===== src/dht_pkg.sv =====
// Shared types and constants for the double-hashing table.
// Used by dht_rem, double_hash_table and the testbench; no other dependencies.
package dht_pkg;

  localparam int TABLE_DEPTH = 32;
  localparam int SLOT_W      = $clog2(TABLE_DEPTH);
  localparam int SIZE_W      = SLOT_W + 1;
  localparam int CFG_W       = 6;
  localparam int KEY_W       = 31;
  localparam int VAL_W       = 32;
  localparam int CNT_W       = $clog2(KEY_W);
  localparam int ADDR_W      = 3;
  localparam int DATA_W      = 32;

  localparam logic [CFG_W-1:0] SIZE_RESET = CFG_W'(17);
  localparam logic [CFG_W-1:0] STEP_RESET = CFG_W'(11);

  localparam logic REG_TABLE_SIZE   = 1'b0;
  localparam logic REG_STEP_MODULUS = 1'b1;

  localparam logic OP_INSERT = 1'b0;
  localparam logic OP_SEARCH = 1'b1;

  typedef enum logic [1:0] {
    ST_INSERTED = 2'd0,
    ST_FULL     = 2'd1,
    ST_HIT      = 2'd2,
    ST_MISS     = 2'd3
  } status_t;

  typedef enum logic [2:0] {
    S_IDLE,
    S_DIV,
    S_STEP,
    S_PROBE,
    S_CHECK,
    S_DONE
  } fsm_t;

  typedef struct packed {
    logic             operation;
    logic [KEY_W-1:0] key;
    logic [VAL_W-1:0] value;
  } in_t;

  typedef struct packed {
    status_t          status;
    logic [VAL_W-1:0] result_value;
  } out_t;

endpackage


===== src/dht_rem.sv =====
// Bit-serial remainder unit: one dividend bit per cycle, MSB first.
// Depends on dht_pkg for widths.
module dht_rem
  import dht_pkg::*;
(
  input  logic             clk,
  input  logic             rst,
  input  logic             start,
  input  logic [KEY_W-1:0] dividend,
  input  logic [CNT_W-1:0] len,
  input  logic [CFG_W-1:0] divisor,
  output logic             done,
  output logic [CFG_W-1:0] rem
);

  logic             busy;
  logic [CNT_W-1:0] cnt;
  logic [KEY_W-1:0] sh;
  logic [CFG_W:0]   trial;
  logic [CFG_W:0]   reduced;

  always_comb begin
    trial = {rem, sh[KEY_W-1]};
    if (trial >= {1'b0, divisor}) begin
      reduced = trial - {1'b0, divisor};
    end else begin
      reduced = trial;
    end
  end

  always_ff @(posedge clk) begin
    if (rst) begin
      busy <= 1'b0;
      done <= 1'b0;
    end else begin
      done <= 1'b0;
      if (start) begin
        busy <= 1'b1;
      end else if (busy && cnt == '0) begin
        busy <= 1'b0;
        done <= 1'b1;
      end
    end
  end

  always_ff @(posedge clk) begin
    if (start) begin
      sh  <= dividend;
      cnt <= len;
      rem <= '0;
    end else if (busy) begin
      rem <= reduced[CFG_W-1:0];
      sh  <= sh << 1;
      cnt <= cnt - 1'b1;
    end
  end

endmodule


===== src/double_hash_table.sv =====
// Top level of the double-hashing table: APB config, sequencer, slot memory.
// Depends on dht_pkg and dht_rem.
//
// One item is in flight at a time. An item passes through the bit-serial
// remainder units (key mod table_size and key mod step_modulus side by side),
// reduces the step mod table_size, sets up the slot memory read, probes the
// slot memory once per check step, hands the result off (waiting while the
// output register is full and stalled) and goes back to idle. There is at most
// one probe per slot of the effective table size, at most 32 slots.
// The slot valid marks clear at reset; slot contents are kept across resizes.
// A finished result waits in the output register while the next item runs.
module double_hash_table
  import dht_pkg::*;
(
  input  logic              clk,
  input  logic              rst,
  input  logic              in_valid,
  output logic              in_stall,
  input  in_t               in_data,
  output logic              out_valid,
  input  logic              out_stall,
  output out_t              out_data,
  input  logic              psel,
  input  logic              penable,
  input  logic              pwrite,
  input  logic [ADDR_W-1:0] paddr,
  input  logic [DATA_W-1:0] pwdata,
  output logic [DATA_W-1:0] prdata,
  output logic              pready
);

  logic [CFG_W-1:0] table_size;
  logic [CFG_W-1:0] step_modulus;
  logic [SIZE_W-1:0] n_eff;
  logic [CFG_W-1:0]  r_eff;

  fsm_t state, state_next;
  in_t  item;

  logic [SLOT_W-1:0] pos, pos_next, pos_adv;
  logic [SLOT_W-1:0] step_q;
  logic [SLOT_W-1:0] probe_idx;
  logic [SIZE_W-1:0] pos_sum;
  logic [SIZE_W-1:0] n_last;

  logic [TABLE_DEPTH-1:0] slot_valid;
  logic [KEY_W+VAL_W-1:0] slot_mem [TABLE_DEPTH];
  logic [KEY_W+VAL_W-1:0] rd_data;
  logic [SLOT_W-1:0]      rd_addr;
  logic                   wr_en;

  logic             accept;
  logic             rem_start;
  logic [KEY_W-1:0] rem_dividend;
  logic [CNT_W-1:0] rem_len;
  logic             n_done, r_done;
  logic [CFG_W-1:0] n_rem, r_rem;
  logic [CFG_W-1:0] step_full;

  status_t          res_status, res_status_next;
  logic [VAL_W-1:0] res_value, res_value_next;
  logic             load_pos, load_step, advance, load_out;
  logic             rd_match, rd_occupied;

  // configuration port
  assign pready = 1'b1;

  always_ff @(posedge clk) begin
    if (rst) begin
      table_size   <= SIZE_RESET;
      step_modulus <= STEP_RESET;
    end else if (psel && penable && pwrite) begin
      unique case (paddr[2])
        REG_TABLE_SIZE:   table_size   <= pwdata[CFG_W-1:0];
        REG_STEP_MODULUS: step_modulus <= pwdata[CFG_W-1:0];
        default: ;
      endcase
    end
  end

  always_comb begin
    prdata = '0;
    if (paddr[1:0] == 2'b00) begin
      unique case (paddr[2])
        REG_TABLE_SIZE:   prdata = DATA_W'(table_size);
        REG_STEP_MODULUS: prdata = DATA_W'(step_modulus);
        default: ;
      endcase
    end
  end

  always_comb begin
    if (table_size == '0) begin
      n_eff = SIZE_W'(1);
    end else if (SIZE_W'(table_size) > SIZE_W'(TABLE_DEPTH)) begin
      n_eff = SIZE_W'(TABLE_DEPTH);
    end else begin
      n_eff = SIZE_W'(table_size);
    end
    r_eff  = (step_modulus == '0) ? CFG_W'(1) : step_modulus;
    n_last = n_eff - 1'b1;
  end

  // remainder units
  assign accept    = in_valid && !in_stall;
  assign step_full = r_eff - r_rem;

  always_comb begin
    rem_start    = accept;
    rem_dividend = in_data.key;
    rem_len      = CNT_W'(KEY_W - 1);
    if (state == S_DIV && n_done) begin
      rem_start    = 1'b1;
      rem_dividend = {step_full, {(KEY_W-CFG_W){1'b0}}};
      rem_len      = CNT_W'(CFG_W - 1);
    end
  end

  dht_rem u_rem_n (
    .clk      (clk),
    .rst      (rst),
    .start    (rem_start),
    .dividend (rem_dividend),
    .len      (rem_len),
    .divisor  (n_eff),
    .done     (n_done),
    .rem      (n_rem)
  );

  dht_rem u_rem_r (
    .clk      (clk),
    .rst      (rst),
    .start    (accept),
    .dividend (in_data.key),
    .len      (CNT_W'(KEY_W - 1)),
    .divisor  (r_eff),
    .done     (r_done),
    .rem      (r_rem)
  );

  // slot memory
  assign rd_occupied = slot_valid[pos];
  assign rd_match    = rd_data[KEY_W+VAL_W-1:VAL_W] == item.key;

  always_comb begin
    pos_sum = SIZE_W'(pos) + SIZE_W'(step_q);
    if (pos_sum >= n_eff) begin
      pos_sum = pos_sum - n_eff;
    end
    pos_adv = pos_sum[SLOT_W-1:0];
  end

  assign rd_addr = (state == S_CHECK) ? pos_adv : pos;

  always_ff @(posedge clk) begin
    if (wr_en) begin
      slot_mem[pos] <= {item.key, item.value};
    end
    rd_data <= slot_mem[rd_addr];
  end

  always_ff @(posedge clk) begin
    if (rst) begin
      slot_valid <= '0;
    end else if (wr_en) begin
      slot_valid[pos] <= 1'b1;
    end
  end

  // sequencer
  always_comb begin
    state_next      = state;
    res_status_next = res_status;
    res_value_next  = res_value;
    load_pos        = 1'b0;
    load_step       = 1'b0;
    advance         = 1'b0;
    load_out        = 1'b0;
    wr_en           = 1'b0;
    pos_next        = pos;
    unique case (state)
      S_IDLE: begin
        if (accept) begin
          state_next = S_DIV;
        end
      end
      S_DIV: begin
        if (n_done && r_done) begin
          load_pos   = 1'b1;
          pos_next   = n_rem[SLOT_W-1:0];
          state_next = S_STEP;
        end
      end
      S_STEP: begin
        if (n_done) begin
          load_step  = 1'b1;
          state_next = S_PROBE;
        end
      end
      S_PROBE: begin
        state_next = S_CHECK;
      end
      S_CHECK: begin
        if (item.operation == OP_INSERT && !rd_occupied) begin
          wr_en           = 1'b1;
          res_status_next = ST_INSERTED;
          res_value_next  = '0;
          state_next      = S_DONE;
        end else if (item.operation == OP_SEARCH && !rd_occupied) begin
          res_status_next = ST_MISS;
          res_value_next  = '0;
          state_next      = S_DONE;
        end else if (item.operation == OP_SEARCH && rd_match) begin
          res_status_next = ST_HIT;
          res_value_next  = rd_data[VAL_W-1:0];
          state_next      = S_DONE;
        end else if (SIZE_W'(probe_idx) == n_last) begin
          res_status_next = (item.operation == OP_INSERT) ? ST_FULL : ST_MISS;
          res_value_next  = '0;
          state_next      = S_DONE;
        end else begin
          advance  = 1'b1;
          pos_next = pos_adv;
        end
      end
      S_DONE: begin
        if (!out_valid || !out_stall) begin
          load_out   = 1'b1;
          state_next = S_IDLE;
        end
      end
      default: state_next = S_IDLE;
    endcase
  end

  always_ff @(posedge clk) begin
    if (rst) begin
      state <= S_IDLE;
    end else begin
      state <= state_next;
    end
  end

  always_ff @(posedge clk) begin
    if (accept) begin
      item <= in_data;
    end
    if (load_pos) begin
      probe_idx <= '0;
    end else if (advance) begin
      probe_idx <= probe_idx + 1'b1;
    end
    pos <= pos_next;
    if (load_step) begin
      step_q <= n_rem[SLOT_W-1:0];
    end
    res_status <= res_status_next;
    res_value  <= res_value_next;
  end

  // output register
  always_ff @(posedge clk) begin
    if (rst) begin
      out_valid <= 1'b0;
    end else if (load_out) begin
      out_valid <= 1'b1;
    end else if (!out_stall) begin
      out_valid <= 1'b0;
    end
  end

  always_ff @(posedge clk) begin
    if (load_out) begin
      out_data.status       <= res_status;
      out_data.result_value <= res_value;
    end
  end

  assign in_stall = (state != S_IDLE);

endmodule


===== config.mk =====
export PLATFORM = sky130hd
export DESIGN_NAME = double_hash_table
export DESIGN_NICKNAME = d
export VERILOG_FILES = /design/src/dht_pkg.sv /design/src/dht_rem.sv /design/src/double_hash_table.sv
export SDC_FILE = /design/constraint.sdc
export NUM_CORES = 2
export LEC_CHECK = 0
export BUFFER_PORTS_ARGS = -buffer_cell sky130_fd_sc_hd__buf_4
export CAP_MARGIN = 5
export CELL_PAD_IN_SITES_DETAIL_PLACEMENT = 1
export CELL_PAD_IN_SITES_GLOBAL_PLACEMENT = 1
export CORE_MARGIN = 8
export CORE_UTILIZATION = 48
export DETAILED_ROUTE_END_ITERATION = 6
export GPL_ROUTABILITY_DRIVEN = 0
export PLACE_DENSITY_LB_ADDON = 0.1
export RECOVER_POWER = 50
export SYNTH_ARGS = -nofsm -noshare
export SYNTH_HDL_FRONTEND = slang
export SYNTH_SLANG_ARGS = --single-unit

===== constraint.sdc =====
create_clock -name clk -period 5.5 [get_ports clk]
set_clock_uncertainty 0.05 [all_clocks]
set_input_delay 0.275 -clock clk [delete_from_list [all_inputs] [get_ports clk]]
set_output_delay 0.275 -clock clk [all_outputs]
set_load 0.05 [all_outputs]

==> flow_summary.yaml <==
status:
  status: "finished with violations"
  violations: "max-capacitance violations, max-slew violations"
critical_path:
  cp_cell_sequence: "nor4_1, o21ai_0, inv_1, ha_1, fa_1, nand2b_1, a21o_1, a21o_1, buf_4, a211o_4, a21oi_4, buf_12, nand3_1, o2111ai_1, a22o_1, nand3_1"
  path_buf_inv: 3
  cp_max_fo: 30
  cpMaxStageDelayCell: "a21oi_4"
  crit_type: "register to register"
  cp-end-kind: "register"
  critPathMaxStageDelay_ns: 0.77
  critPathArrivalTime_ns: 5.77
  r2r_start: "table_size[1]"
  worstSetupStartpoint: "table_size[1]"
  crit_path_start_kind: "register"
  critPathTopFamily: "compound AO/OA/AOI/OAI gates"
  critPathRequiredTime_ns: 6.19
yosys:
  yosysTopAreaCellShare_pct: 72.01
  synth-edff-count: 2225
  synth_warnings: 0
  syn_inst: 6595
  synth_top_flop_cell: "edfxtp_1"
  avgSynthCellArea_um2: 14.07
  synth_area_leaders: "edfxtp_1 (72%), nand2_1 (6.6%), mux2i_1 (3.6%), nand3_1 (3.4%), dfxtp_1 (3.0%)"
  synth_area_um2: 92780
  postSynth.asyncResetShare_pct: 0
  ys_types: 70
  yosys.area.top_type: "edfxtp_1"
  synth-seq-cells: 2362
  ys_seq_area_share_pct: 74.97
cells_and_area:
  multi_input_area_um2: 21590
  regArea_um2: 69560
  nets: 7005
  num-fill-cells: 18260
  area_delta_synth_final_pct: 14.78
  drive_above_1_share_pct: 9.104
die:
  io_pins: 175
  die_w_um: 455.6
  die_area_um2: 207600
  initial_core_util_pct: 48.23
  rows: 161
  die_h_um: 455.6
  core-area_um2: 192400
clock_network:
  htree_levels: 4
  cts.repair.resized: 0
  cts-root-buf: "clkbuf_16"
  clockBufferDepth: 3
  cts_buffers: 238
  postCtsSetupBuffers: 0
  clock_sinks: 2362
  cts-hold-fix-buffers: 87
  clock_latency_ns: 0.88
  clk_pin_slew_worst_paths_ns: 0.06
  tritoncts: "built"
global_route:
  grt_pass1_wl_um: 404700
  grt_usage_pct: 26.18
  grt_max_degree: 135
  grt.overflow.total: 0
  antenna_found_initial: 6
  first_global_vias: 59290
job:
  drv_cap: 8
power:
  p_leak_nw: 37.06
  peakVddDrop_uv: 276.0
  power.density_nw_per_um2: 350.9
placement:
  io_buffer_count: 121
  pre_cts_ws_ns: 0.4094
  dp_hpwl_um: 146500
sta:
  period_needed_ns: 5.075
  post-route-period-util_pct: 92.28
  fin_hold_ws_ns: 0.08086
  max_freq_mhz: 197.0
  fin_setup_tns_ns: 0
  hold_violations: 0
  setup_violations: 0
  worst_slack_ns: 0.4246
  grt_setup_unrepaired: "no"
  tightestPinTransition_ns: 3.201
  slew_viol_final: 281
  slew_headroom_pct: -113.4
drt:
  dr.pass1.iters: 5
  viasPerCell: 6.008
  vias: 57700
  drc: 0
  dr.first_iter.drc_count: 5495
  wl_per_cell_um: 29.31
  antenna_left: 0
  routed_wl_um: 281500
worst_hold_path:
  hp-start: "psel"
  min_path_type: "primary input to register"
-- routing by layer --
metal / up-vias / track usage (%) / routed length, µm
met1: 30370 / 35.30 / 118500
met2: 1787 / 44.81 / 139200
met4: 0 / 7.257 / 7549
met5: - / 0 / 0
li1: 25110 / - / -
met3: 432 / 3.599 / 16250
-- worst paths after layout --
check / to / slack (ns) / depth (start not counted)
hold reg to reg: out_data[24] / 0.37 / 0
setup reg to reg: rd_data[47] / 0.42 / 16
setup / recovery: rd_data[47] / 0.42 / 16
hold / removal: step_modulus[0] / 0.08 / 3
-- logic make-up (layout without fill, tap and decap cells) --
group / count (synthesis) / count (layout) / synth area share [%]
xor+xnor: 64 / 64 / 0.6042
simple gates: 2667 / 2667 / 12.33
buf+inv: 469 / 923 / 2.289
mux: 348 / 348 / 3.865
fa+ha+maj: 39 / 39 / 0.5664
compound gates: 644 / 644 / 5.371
other cells: 2 / 30 / 0.008095
flops: 2362 / 2362 / 74.97
-- synthesized netlist by cell type, types with 10 or more instances --
cell type,count
and3_1,158
buf_2,128
a211oi_1,10
o2111ai_1,63
buf_4,48
buf_1,24
a311oi_1,126
nand3_1,638
nor4_1,10
nand2_1,1631
nand2b_1,15
mux2i_1,338
a221o_1,62
inv_1,40
a31oi_1,126
nor3_1,10
o21ai_0,21
nor2_1,157
nand4_1,11
a22o_1,85
edfxtp_1,2225
xnor2_1,24
a21oi_1,99
ha_1,34
dfxtp_1,137
xor2_1,40
clkbuf_1,226
-- registers in the layout (all words and copies together) (netlist names), 2 cells and up --
register / count
u_rem_r.cnt: 5
step_q: 5
u_rem_n.cnt: 5
slot_valid: 32
state: 3
probe_idx: 5
table_size: 6
res_status: 2
u_rem_n.rem: 6
res_value: 32
u_rem_r.rem: 6
rd_data: 63
u_rem_r.sh: 31
slot_mem: 2016
u_rem_n.sh: 31
item: 64
out_data: 34
step_modulus: 6
pos: 5
-- power by group --
part | internal, mW | total, mW | switching [mW] | leakage [nW]
clock | 9.24 | 16.1 | 6.84 | 3.77
sequential | 20.0 | 20.3 | 0.297 | 21.2
combinational | 0.309 | 0.954 | 0.645 | 12.1
-- tightest hold or removal path, cell delays in order --
cell and delay [ns]:
buf_4 0.11, nand4_1 0.39, a211o_1 0.19
-- per-stage QoR --
stage	instances	area (µm²)	utilization [%]	total power [mW]
floorplan	6620	92870	-	21.19
global placement	9059	98300	51.10	21.58
detailed placement	9059	98300	51.10	21.64
CTS	9600	106900	55.57	37.62
global route	9601	106500	55.35	38.34
finish	9603	106500	55.35	37.37
-- area by class of cell --
type / instances / share of cell area [%]
antenna: 3 / 0.007050
clock buffer: 329 / 6.124
clock inverter: 125 / 1.130
inverter: 40 / 0.1457
multi-input combinational: 3789 / 20.27
sequential: 2362 / 65.32
tap: 2526 / 2.968
timing repair buffer: 429 / 4.038
-- cells in the final DEF, fill, tap and decap left out, types with 85 or more instances in the layout --
cell type / n
clkbuf_1: 181
clkbuf_16: 241
dlygate4sd3_1: 87
buf_4: 104
and3_1: 158
a311oi_1: 126
edfxtp_1: 2225
a31oi_1: 126
a22o_1: 85
nor2_1: 120
dfxtp_1: 137
buf_12: 102
nand3_1: 636
a21oi_1: 98
mux2i_1: 338
nand2_1: 1629
No activity file was read; power rests on OpenSTA's default activity.
